--- src/sv/ewr_pkg.sv ---
// ----------------------------------------------------------------------------
// ewr_pkg
// Types and constants shared by the even-walk reachability block.
// ----------------------------------------------------------------------------
`default_nettype none

package ewr_pkg;

   localparam int unsigned VID_W  = 5;
   localparam int unsigned MASK_W = 32;
   // graph rows beyond this count can never be addressed by a 5-bit vertex
   localparam int unsigned ROW_CAP = 32;

   typedef enum logic [1:0] {
      OP_CONNECT    = 2'd0,
      OP_DISCONNECT = 2'd1,
      OP_TEST       = 2'd2,
      OP_REACH      = 2'd3
   } op_type;

   typedef struct packed {
      op_type            op;
      logic [VID_W-1:0]  vertex_a;
      logic [VID_W-1:0]  vertex_b;
   } req_type;

   typedef struct packed {
      logic              edge_present;
      logic [MASK_W-1:0] reach_mask;
   } rsp_type;

endpackage

`default_nettype wire

--- src/sv/ewr_adj_ram.sv ---
// ----------------------------------------------------------------------------
// ewr_adj_ram
// Adjacency row store: one write port, one registered read port, and a
// valid bit per row so that rows never written read as zero after reset.
// ----------------------------------------------------------------------------
`default_nettype none

module ewr_adj_ram #(
   parameter int unsigned ROWS = 32,
   parameter int unsigned AW   = 5
) (
   input  wire logic            clock,
   input  wire logic            reset,
   input  wire logic            wr_en,
   input  wire logic [AW-1:0]   wr_addr,
   input  wire logic [ROWS-1:0] wr_data,
   input  wire logic [AW-1:0]   rd_addr,
   output logic      [ROWS-1:0] rd_data
);

   logic [ROWS-1:0] mem [ROWS];
   logic [ROWS-1:0] row_valid_ff;
   logic [ROWS-1:0] rdata_ff;
   logic            rvalid_ff;

   always_ff @(posedge clock) begin
      if (wr_en) begin
         mem[wr_addr] <= wr_data;
      end
      rdata_ff <= mem[rd_addr];
   end

   always_ff @(posedge clock) begin
      if (reset) begin
         row_valid_ff <= '0;
         rvalid_ff    <= 1'b0;
      end else begin
         if (wr_en) begin
            row_valid_ff[wr_addr] <= 1'b1;
         end
         rvalid_ff <= row_valid_ff[rd_addr];
      end
   end

   assign rd_data = rvalid_ff ? rdata_ff : '0;

endmodule

`default_nettype wire

--- src/sv/ewr_pick_low.sv ---
// ----------------------------------------------------------------------------
// ewr_pick_low
// Picks the lowest set vertex of a pending set and returns the set without it.
// ----------------------------------------------------------------------------
`default_nettype none

module ewr_pick_low #(
   parameter int unsigned ROWS = 32,
   parameter int unsigned AW   = 5
) (
   input  wire logic [ROWS-1:0] pending,
   output logic      [AW-1:0]   index,
   output logic      [ROWS-1:0] remaining
);

   logic [ROWS-1:0] low_bit;

   assign low_bit   = pending & (~pending + {{(ROWS-1){1'b0}}, 1'b1});
   assign remaining = pending & ~low_bit;

   // one-hot to binary
   always_comb begin
      index = '0;
      for (int k = 0; k < ROWS; k++) begin
         if (low_bit[k]) begin
            index = index | AW'(k);
         end
      end
   end

endmodule

`default_nettype wire

--- src/sv/even_walk_reachability.sv ---
// ----------------------------------------------------------------------------
// even_walk_reachability
// Undirected graph store with edge updates, edge tests and even-walk reach.
// ----------------------------------------------------------------------------
// Usage:
//   A request is taken on the clock edge where start is high and busy low;
//   req_data carries the op and two vertex indices. Exactly one response
//   follows: rsp_valid is high for one cycle with rsp_data alongside. The
//   receiver cannot stall, so the response is simply presented once.
// Steps:
//   connect / disconnect: write, read, write, respond; a vertex out of range
//   is answered straight from idle with no graph access. test: read, respond.
//   reach: each round expands the frontier by two hops; every hop reads one
//   adjacency row per set vertex through the single read port, one per cycle,
//   then waits for the last row to land and the hop to close. The shared
//   row read port sets the pace of a reach.
// Throughput:
//   one request at a time; busy drops in the response cycle, so the next
//   request can be taken while the response is presented.
// Reset:
//   synchronous, active high; the graph returns to no edges at once, busy
//   drops and no response is pending.
// ----------------------------------------------------------------------------
`default_nettype none

module even_walk_reachability #(
   parameter int unsigned VERTICES = 32
) (
   input  wire logic            clock,
   input  wire logic            reset,
   input  wire logic            start,
   output logic                 busy,
   input  wire ewr_pkg::req_type req_data,
   output logic                 rsp_valid,
   output ewr_pkg::rsp_type     rsp_data
);

   localparam int unsigned ROWS = (VERTICES < ewr_pkg::ROW_CAP) ? VERTICES : ewr_pkg::ROW_CAP;
   localparam int unsigned AW   = $clog2(ROWS);

   typedef enum logic [2:0] {
      ST_IDLE,
      ST_WR_A,
      ST_RD_B,
      ST_WR_B,
      ST_TEST,
      ST_SCAN
   } state_type;

   state_type        state_ff, state_in;
   ewr_pkg::op_type  op_ff, op_in;
   logic [AW-1:0]    a_ff, a_in;
   logic [AW-1:0]    b_ff, b_in;
   logic [ROWS-1:0]  reached_ff, reached_in;
   logic [ROWS-1:0]  pending_ff, pending_in;
   logic [ROWS-1:0]  acc_ff, acc_in;
   logic             hop_ff, hop_in;
   logic             outstanding_ff, outstanding_in;
   logic             rsp_valid_ff, rsp_valid_in;
   ewr_pkg::rsp_type rsp_ff, rsp_in;

   logic             wr_en;
   logic [AW-1:0]    wr_addr;
   logic [ROWS-1:0]  wr_data;
   logic [AW-1:0]    rd_addr;
   logic [ROWS-1:0]  rd_data;
   logic [AW-1:0]    pick_index;
   logic [ROWS-1:0]  pick_rest;

   logic             a_ok, b_ok;
   logic [AW-1:0]    req_a, req_b;
   logic [ROWS-1:0]  acc_now;
   logic [ROWS-1:0]  fresh;

   ewr_adj_ram #(.ROWS(ROWS), .AW(AW)) u_ram (
      .clock   (clock),
      .reset   (reset),
      .wr_en   (wr_en),
      .wr_addr (wr_addr),
      .wr_data (wr_data),
      .rd_addr (rd_addr),
      .rd_data (rd_data)
   );

   ewr_pick_low #(.ROWS(ROWS), .AW(AW)) u_pick (
      .pending   (pending_ff),
      .index     (pick_index),
      .remaining (pick_rest)
   );

   assign a_ok  = ({1'b0, req_data.vertex_a} < 6'(ROWS));
   assign b_ok  = ({1'b0, req_data.vertex_b} < 6'(ROWS));
   assign req_a = req_data.vertex_a[AW-1:0];
   assign req_b = req_data.vertex_b[AW-1:0];

   // a row read issued last cycle lands in the accumulator this cycle
   assign acc_now = outstanding_ff ? (acc_ff | rd_data) : acc_ff;
   assign fresh   = acc_ff & ~reached_ff;

   always_comb begin
      state_in       = state_ff;
      op_in          = op_ff;
      a_in           = a_ff;
      b_in           = b_ff;
      reached_in     = reached_ff;
      pending_in     = pending_ff;
      acc_in         = acc_ff;
      hop_in         = hop_ff;
      outstanding_in = 1'b0;
      rsp_valid_in   = 1'b0;
      rsp_in         = rsp_ff;
      wr_en          = 1'b0;
      wr_addr        = a_ff;
      wr_data        = rd_data;
      rd_addr        = a_ff;

      case (state_ff)
         ST_IDLE: begin
            rd_addr = req_a;
            if (start) begin
               op_in  = req_data.op;
               a_in   = req_a;
               b_in   = req_b;
               rsp_in = '0;
               case (req_data.op)
                  ewr_pkg::OP_CONNECT, ewr_pkg::OP_DISCONNECT: begin
                     if (a_ok && b_ok) begin
                        state_in = ST_WR_A;
                     end else begin
                        rsp_valid_in = 1'b1;
                     end
                  end
                  ewr_pkg::OP_TEST: begin
                     if (a_ok && b_ok) begin
                        state_in = ST_TEST;
                     end else begin
                        rsp_valid_in = 1'b1;
                     end
                  end
                  default: begin
                     if (a_ok) begin
                        reached_in = ROWS'(1) << req_a;
                        pending_in = ROWS'(1) << req_a;
                        acc_in     = '0;
                        hop_in     = 1'b0;
                        state_in   = ST_SCAN;
                     end else begin
                        rsp_valid_in = 1'b1;
                     end
                  end
               endcase
            end
         end

         ST_WR_A: begin
            wr_en   = 1'b1;
            wr_addr = a_ff;
            if (op_ff == ewr_pkg::OP_CONNECT) begin
               wr_data = rd_data | (ROWS'(1) << b_ff);
            end else begin
               wr_data = rd_data & ~(ROWS'(1) << b_ff);
            end
            state_in = ST_RD_B;
         end

         // separate read cycle so a self loop sees the row just written
         ST_RD_B: begin
            rd_addr  = b_ff;
            state_in = ST_WR_B;
         end

         ST_WR_B: begin
            wr_en   = 1'b1;
            wr_addr = b_ff;
            if (op_ff == ewr_pkg::OP_CONNECT) begin
               wr_data = rd_data | (ROWS'(1) << a_ff);
            end else begin
               wr_data = rd_data & ~(ROWS'(1) << a_ff);
            end
            rsp_valid_in = 1'b1;
            state_in     = ST_IDLE;
         end

         ST_TEST: begin
            rsp_in.edge_present = rd_data[b_ff];
            rsp_valid_in        = 1'b1;
            state_in            = ST_IDLE;
         end

         ST_SCAN: begin
            rd_addr = pick_index;
            acc_in  = acc_now;
            if (pending_ff != '0) begin
               pending_in     = pick_rest;
               outstanding_in = 1'b1;
            end else if (!outstanding_ff) begin
               // hop closed: acc_ff holds the full neighbour set
               acc_in = '0;
               if (!hop_ff) begin
                  pending_in = acc_ff;
                  hop_in     = 1'b1;
               end else begin
                  reached_in = reached_ff | fresh;
                  pending_in = fresh;
                  hop_in     = 1'b0;
                  if (fresh == '0) begin
                     rsp_in.reach_mask = 32'(reached_ff);
                     rsp_valid_in      = 1'b1;
                     state_in          = ST_IDLE;
                  end
               end
            end
         end

         default: begin
            state_in = ST_IDLE;
         end
      endcase
   end

   always_ff @(posedge clock) begin
      if (reset) begin
         state_ff       <= ST_IDLE;
         outstanding_ff <= 1'b0;
         rsp_valid_ff   <= 1'b0;
      end else begin
         state_ff       <= state_in;
         outstanding_ff <= outstanding_in;
         rsp_valid_ff   <= rsp_valid_in;
      end
      op_ff      <= op_in;
      a_ff       <= a_in;
      b_ff       <= b_in;
      reached_ff <= reached_in;
      pending_ff <= pending_in;
      acc_ff     <= acc_in;
      hop_ff     <= hop_in;
      rsp_ff     <= rsp_in;
   end

   assign busy      = (state_ff != ST_IDLE);
   assign rsp_valid = rsp_valid_ff;
   assign rsp_data  = rsp_ff;

endmodule

`default_nettype wire

--- config.mk ---
export PLATFORM = sky130hd
export DESIGN_NAME = even_walk_reachability
export DESIGN_NICKNAME = d
export VERILOG_FILES = /design/src/sv/ewr_pkg.sv /design/src/sv/ewr_adj_ram.sv /design/src/sv/ewr_pick_low.sv /design/src/sv/even_walk_reachability.sv
export SDC_FILE = /design/constraint.sdc
export NUM_CORES = 2
export LEC_CHECK = 0
export BUFFER_PORTS_ARGS = -buffer_cell sky130_fd_sc_hd__buf_2
export CORE_ASPECT_RATIO = 1.5
export CORE_MARGIN = 4
export CORE_UTILIZATION = 40
export DETAILED_ROUTE_END_ITERATION = 6
export PLACE_DENSITY_LB_ADDON = 0.3
export SYNTH_ARGS = -nofsm -noshare
export SYNTH_HDL_FRONTEND = slang
export SYNTH_HIERARCHICAL = 1
export SYNTH_SLANG_ARGS = --single-unit
--- constraint.sdc ---
create_clock -name clock -period 5.1 [get_ports clock]
set_clock_uncertainty 0.15 [all_clocks]
set_input_delay 0.51 -clock clock [delete_from_list [all_inputs] [get_ports clock]]
set_output_delay 0.51 -clock clock [all_outputs]
set_load 0.01 [all_outputs]
* Yosys cells after proc, flatten, opt, wreduce, memory -nomap -nowiden
Memories as Yosys holds them, arrays and structs flattened. A register that Yosys moved wholly into a read port is not among the register bits.
Index checks and enable logic that the tools add are counted.
Widths: inputs -> output; s select.
** Storage, ports and cells
- Register bits :: 180
- RAM bits :: 1024
- Input bits :: 15
- Output and inout bits :: 35
- Memories kept :: 1
** Operators by class
- Add/sub/neg operators :: 1
- Magnitude comparators :: 4
- Eq/ne operators :: 14
- Shifts and indexed selects :: 3
- Mux-type cells :: 192
- Bitwise logic cells :: 16
- Reductions and logical operators :: 23
** Memories
- u_ram.mem :: depth 32, width 32, rd ports 1, clocked after memory_dff 1, wr ports 1, line ewr_adj_ram.sv:21 : logic [ROWS-1:0] mem [ROWS];
** Operators with widths (number)
- $mux 32 :: 61
- $pmux 32 s2 :: 5
- $and 32x32->32 :: 5
- $not 32->32 :: 5
- $or 32x32->32 :: 5
- $mux 5 :: 21
- $shl 1x5->32 const A :: 3
- $mux 3 :: 31
- $mux 33 :: 2
- $mux 1 :: 50
- $add 32x1->32 const B :: 1
- $logic_not 32->1 :: 1
- $mux 4 :: 8
- $reduce_bool 32->1 :: 1
- $lt 5x6->1 const B :: 3
- $pmux 5 s3 :: 1
- $ne 2x2->1 const B :: 6
- $pmux 3 s4 :: 1
- $reduce_and 6->1 :: 2
- $bmux 1 s5 :: 2
- $reduce_and 5->1 :: 2
- $mux 2 :: 4
- $reduce_or 2->1 :: 4
- $eq 3x2->1 const B :: 2
- 20 further kinds :: 27

* Depth between registers and ports, before layout
- Word-level depth :: 37
- Depth in mapped cells :: 17

* By module
Netlist, hierarchy kept.
** Modules (own cells, without submodules)
- ewr_adj_ram :: times used 1, cells an instance 1690, area an instance 40939.3 um^2
- even_walk_reachability :: times used 1, cells an instance 878, area an instance 8896.0 um^2
- ewr_pick_low :: times used 1, cells an instance 139, area an instance 867.1 um^2

* Worst setup path after synthesis
OpenSTA, ideal clock, no wires.
- Kind :: reg-to-reg
- From :: register pending_ff[12]
- To :: register u_ram.rdata_ff[0] (read register of u_ram.mem)
- Library setup time :: 0.121 ns
- Data arrival time :: 4.000 ns
- Slack :: 0.829 ns
- Stages on the path, launching flop included :: 14
- Buffers on the path :: 3
- Cell sequence :: edfxtp_1 > or4_1 > buf_2 > or4_4 > o21ai_2 > nand4b_1 > nor2_1 > or3_1 > o21ai_0 > clkbuf_1 > buf_1 > mux4_2 > mux4_2 > mux2_2
** Between the ends
- Elaborated cells between the ends (all ways) :: 24
** RTL lines
- start: declaration :: line even_walk_reachability.sv:55 : logic [ROWS-1:0] pending_ff, pending_in;
- start signal: assignment :: line even_walk_reachability.sv:235 : pending_ff <= pending_in;
- $not 32->32 (*) :: line ewr_pick_low.sv:18 : assign low_bit = pending & (~pending + {{(ROWS-1){1'b0}}, 1'b1});
- $add 32x1->32 (*) :: line ewr_pick_low.sv:18
- $and 32x32->32 (*) :: line ewr_pick_low.sv:18
- $mux 4 (2 in a row) :: line ewr_pick_low.sv:25 : if (low_bit[k]) begin
- $mux 5 (15 in a row) :: line ewr_pick_low.sv:25
- $mux 5 (*) :: line ewr_pick_low.sv:25
- named net pick_index[1] :: line even_walk_reachability.sv:67 : logic [AW-1:0] pick_index;
- $pmux 5 s3 (*) :: line even_walk_reachability.sv:117 : case (state_ff)
- named net rd_addr[1] :: line even_walk_reachability.sv:65 : logic [AW-1:0] rd_addr;
- end: declaration :: line ewr_adj_ram.sv:23 : logic [ROWS-1:0] rdata_ff;
Mark *: on every way through the listed nets, which the timed path passes. The rest lies on a longest branch.
A chain may end at the register's enable or synchronous reset.

* Worst setup path after layout
- From :: register pending_ff[12]
- To :: register u_ram.rdata_ff[14] (read register of u_ram.mem)
** Between the ends
- Elaborated cells between the ends (all ways) :: 24
** RTL lines (line)
- $not 32->32 (*) :: ewr_pick_low.sv:18
- $add 32x1->32 (*) :: ewr_pick_low.sv:18
- $and 32x32->32 (*) :: ewr_pick_low.sv:18
- $mux 4 (3 in a row) :: ewr_pick_low.sv:25
- $mux 5 (15 in a row) :: ewr_pick_low.sv:25
- $mux 5 (*) :: ewr_pick_low.sv:25
- named net pick_index[0] :: even_walk_reachability.sv:67
- $pmux 5 s3 (*) :: even_walk_reachability.sv:117
- named net rd_addr[0] :: even_walk_reachability.sv:65
Marked as above.

==> summary.txt <==
Timing
  • Final slew viol count: 0
  • Final-report setup violation count: 0
  • Max Freq: between 200 and 250 MHz
  • Slew margin rel.: 0.184
  • Setup_tns: 0 ns
  • RSZ-0062 raised after global routing: no
  • Worst slew pin tran: approximately 1.2 ns
  • Fin. Hold Viols: 0
  • Period utilization: 0.946
  • Min Tclk post-route: just under 5 ns

Finish
  • Finished Cell Area: slightly below 60000 um2
  • Filler cells: 10433
  • Final net count: 2847
  • Most frequent cells in the layout: edfxtp_1, mux4_2, nor2_1
  • Commonest non-fill, non-tap cell in the layout: edfxtp_1
  • Area delta synth->final: 13.7%
  • Share of layout cells above drive strength 1: 0.280

Yosys
  • Register area share after synthesis: 0.718
  • Syn Inst Count: 2707
  • Cell Area, Synth: around 51000 um2
  • Synthesized Nets: 2722
  • Syn avg cell area: 18.7 um2
  • Number of flops mapped to enable cells by yosys: 1166
  • Main flop type after synthesis: edfxtp_1
  • Syn. warnings: 6
  • #FFs+latches synth: around 1200
  • Ys async rst share: 0
  • Unique masters post-synth: 75

Routing
  • Post-route DRC: 0
  • Total wire length: 140 mm
  • TritonRoute pass-1 iters: 6
  • Via density: 5.88
  • Iteration-0 DRC Markers: slightly below 3000
  • Vias: about 27000
  • ANT nets after route: 0
  • Routed WL per cell: 30.3 um

Clock network
  • Clk_lat worst skew: 0.72 ns
  • Inserted Clock Buffers: 105
  • CTS tree: built
  • Sink Count: 1236
  • Setup Fix Bufs, Post-CTS: 0
  • Root Driver: clkbuf_16
  • H-tree Lvls: 3
  • Maximum clock insertion buffer count: 3
  • Post-CTS sizing: 0
  • Clock Pin Slew Worst Setup and Hold Paths: 0.07 ns

Setup path
  • Cell Chain, Critical Path: or4_1 -> nor2_1 -> and3_1 -> a32oi_1 -> nand4_1 -> nor2_1 -> or3_1 -> o21ai_4 -> buf_12 -> buf_12 -> mux4_2 -> mux4_2 -> mux2_2
  • Critical path data required time: around 5.6 ns
  • Critical path class: reg2reg
  • Top delay family on crit path: simple AND/OR/NAND/NOR gates
  • Arr. time, crit path: 5.28 ns
  • CP Buf/Inv Count: 2
  • Crit path capture type: flip-flop
  • Max FO, Critical Path: 31
  • Critical path's slowest cell: or4_1
  • Delay of the slowest cell on the worst path: 0.69 ns
  • Crit start category: flip-flop

Die
  • Die span in y: between 400 and 500 um
  • Initial core utilization: 0.404
  • Horiz. Die Dim: 299 um
  • Core area: 126000 um2
  • Top Ports: 50
  • Die Area: roughly 130000 um2
  • Row cnt: approximately 160

Power
  • Pwr Density: 447 nW/um2
  • Worst vdd ir: 0.294 mV
  • LEAKAGE: 18.4 nW

Global routing
  • Initial antenna violation count: 2
  • Total track usage: 0.210
  • Vias in the first global route: 27620
  • First-pass GRT wire length: ~200 mm
  • Met2 usage: 0.376
  • Grt ovf: 0
  • GR met3 Demand/Resource: 0.0252
  • Global-route met1 utilization: 0.260
  • GR peak layer: met2
  • Pin count of the biggest net entering global routing: 53

Placement
  • RD Place Congestion: 0.920
  • Cell area after placement: 53900 um2
  • DP HPWL: 85.1 mm
  • # port buffers: 49

Run status
  • Outcome: finished, final reports clean

Min path
  • Hold crit path type: in2reg

Flow run
  • Max-Cap Viols: 0
cell families (layout without fill, tap and decap cells):
logic type      after synthesis  in the layout  share of synthesized area
compound gates              348            348                     0.0420
xor+xnor                      1              1                   0.000173
buf+inv                     178            394                     0.0163
flops                      1236           1236                      0.718
mux                         446            446                      0.172
other cells                   1              2                  0.0000740
simple gates                497            497                     0.0509
power breakdown:
group | internal (mW) | switching (mW)
sequential | 12.0 | 0.339
clock | 4.65 | 3.75
combinational | 2.26 | 2.75
total | 18.9 | 6.84
stage by stage:
stage | total power, mW | hold WS (ns) | util | std cells | worst slack (ns)
after global placement | 17.5 | 0.292 | 0.429 | 4403 | 0.356
after global routing | 26.7 | 0.0783 | 0.459 | 4614 | 0.0674
after detailed placement | 17.6 | 0.301 | 0.429 | 4403 | 0.343
after CTS | 26.0 | 0.0431 | 0.459 | 4613 | 0.302
after floorplan | 15.9 | 0.282 | - | 2707 | 0.829
final | 25.8 | 0.0895 | 0.459 | 4614 | 0.275
registers in the layout, summed over array words and instances (netlist names):
register and count:
reached_ff 32, outstanding_ff 1, acc_ff 32, b_ff 5, u_ram/mem 1024, state_ff 3, u_ram/rdata_ff 32, u_ram/rvalid_ff 1
hop_ff 1, u_ram/row_valid_ff 32, rsp_data 33, op_ff 2, a_ff 5, pending_ff 32, rsp_valid 1
area by class of cell:
cell class,count,area [um2],share of cell area
flip-flops and latches,1236,36400,0.632
well taps,1690,2110,0.0367
diodes,1,2.50,0.0000434
repair buffers,177,1620,0.0282
inverters,19,71.3,0.00124
clock buffers,136,2920,0.0506
multi-input cells,1293,13800,0.239
clock inverters,62,718,0.0125
synthesized netlist by cell type (all sizes together) (3+ instances only):
cell type / number / area, um2
or4: 7 / 56.3
or3b: 4 / 35.0
nand2b: 36 / 225
and3: 36 / 225
inv: 19 / 71.3
mux4: 334 / 7520
a22oi: 32 / 240
o21ai: 111 / 559
a311oi: 3 / 26.3
a2111oi: 3 / 26.3
mux2: 73 / 822
or3: 9 / 56.3
edfxtp: 1166 / 35000
nand4: 5 / 52.6
nor3: 16 / 85.1
clkbuf: 90 / 339
a21oi: 86 / 434
dfxtp: 70 / 1400
nor4: 16 / 159
nor2b: 17 / 109
o21a: 12 / 90.1
nand2: 59 / 224
o22ai: 33 / 213
nor2: 201 / 771
mux2i: 39 / 390
and2: 46 / 290
o31a: 3 / 27.5
o2111ai: 9 / 78.8
a21boi: 30 / 225
nand3b: 9 / 67.6
a31oi: 11 / 68.8
buf: 69 / 418
nor3b: 7 / 52.6
nand3: 23 / 115
what timing repair did:
action / in CTS / in global routing
hold buffers: 12 / 0
setup endpoints to repair: 0 / 0
hold endpoints to repair: 12 / 0
worst paths after layout:
kind	from	slack (ns)	endpoint	cells past startpoint
worst max-delay path	pending_ff[12]	0.28	u_ram/rdata_ff[14]	13
worst min-delay path	req_data[5]	0.09	a_ff[0]	2
worst min register to register	u_ram/row_valid_ff[10]	0.32	u_ram/row_valid_ff[10]	2
worst max register to register	pending_ff[12]	0.28	u_ram/rdata_ff[14]	13
per-layer routing:
layer	vias to the layer above	wire, um
li1	11298	-
met3	225	8260
met5	-	0
met1	14451	51900
met4	0	5370
met2	1146	74400
(Power assumes the default switching activity.)
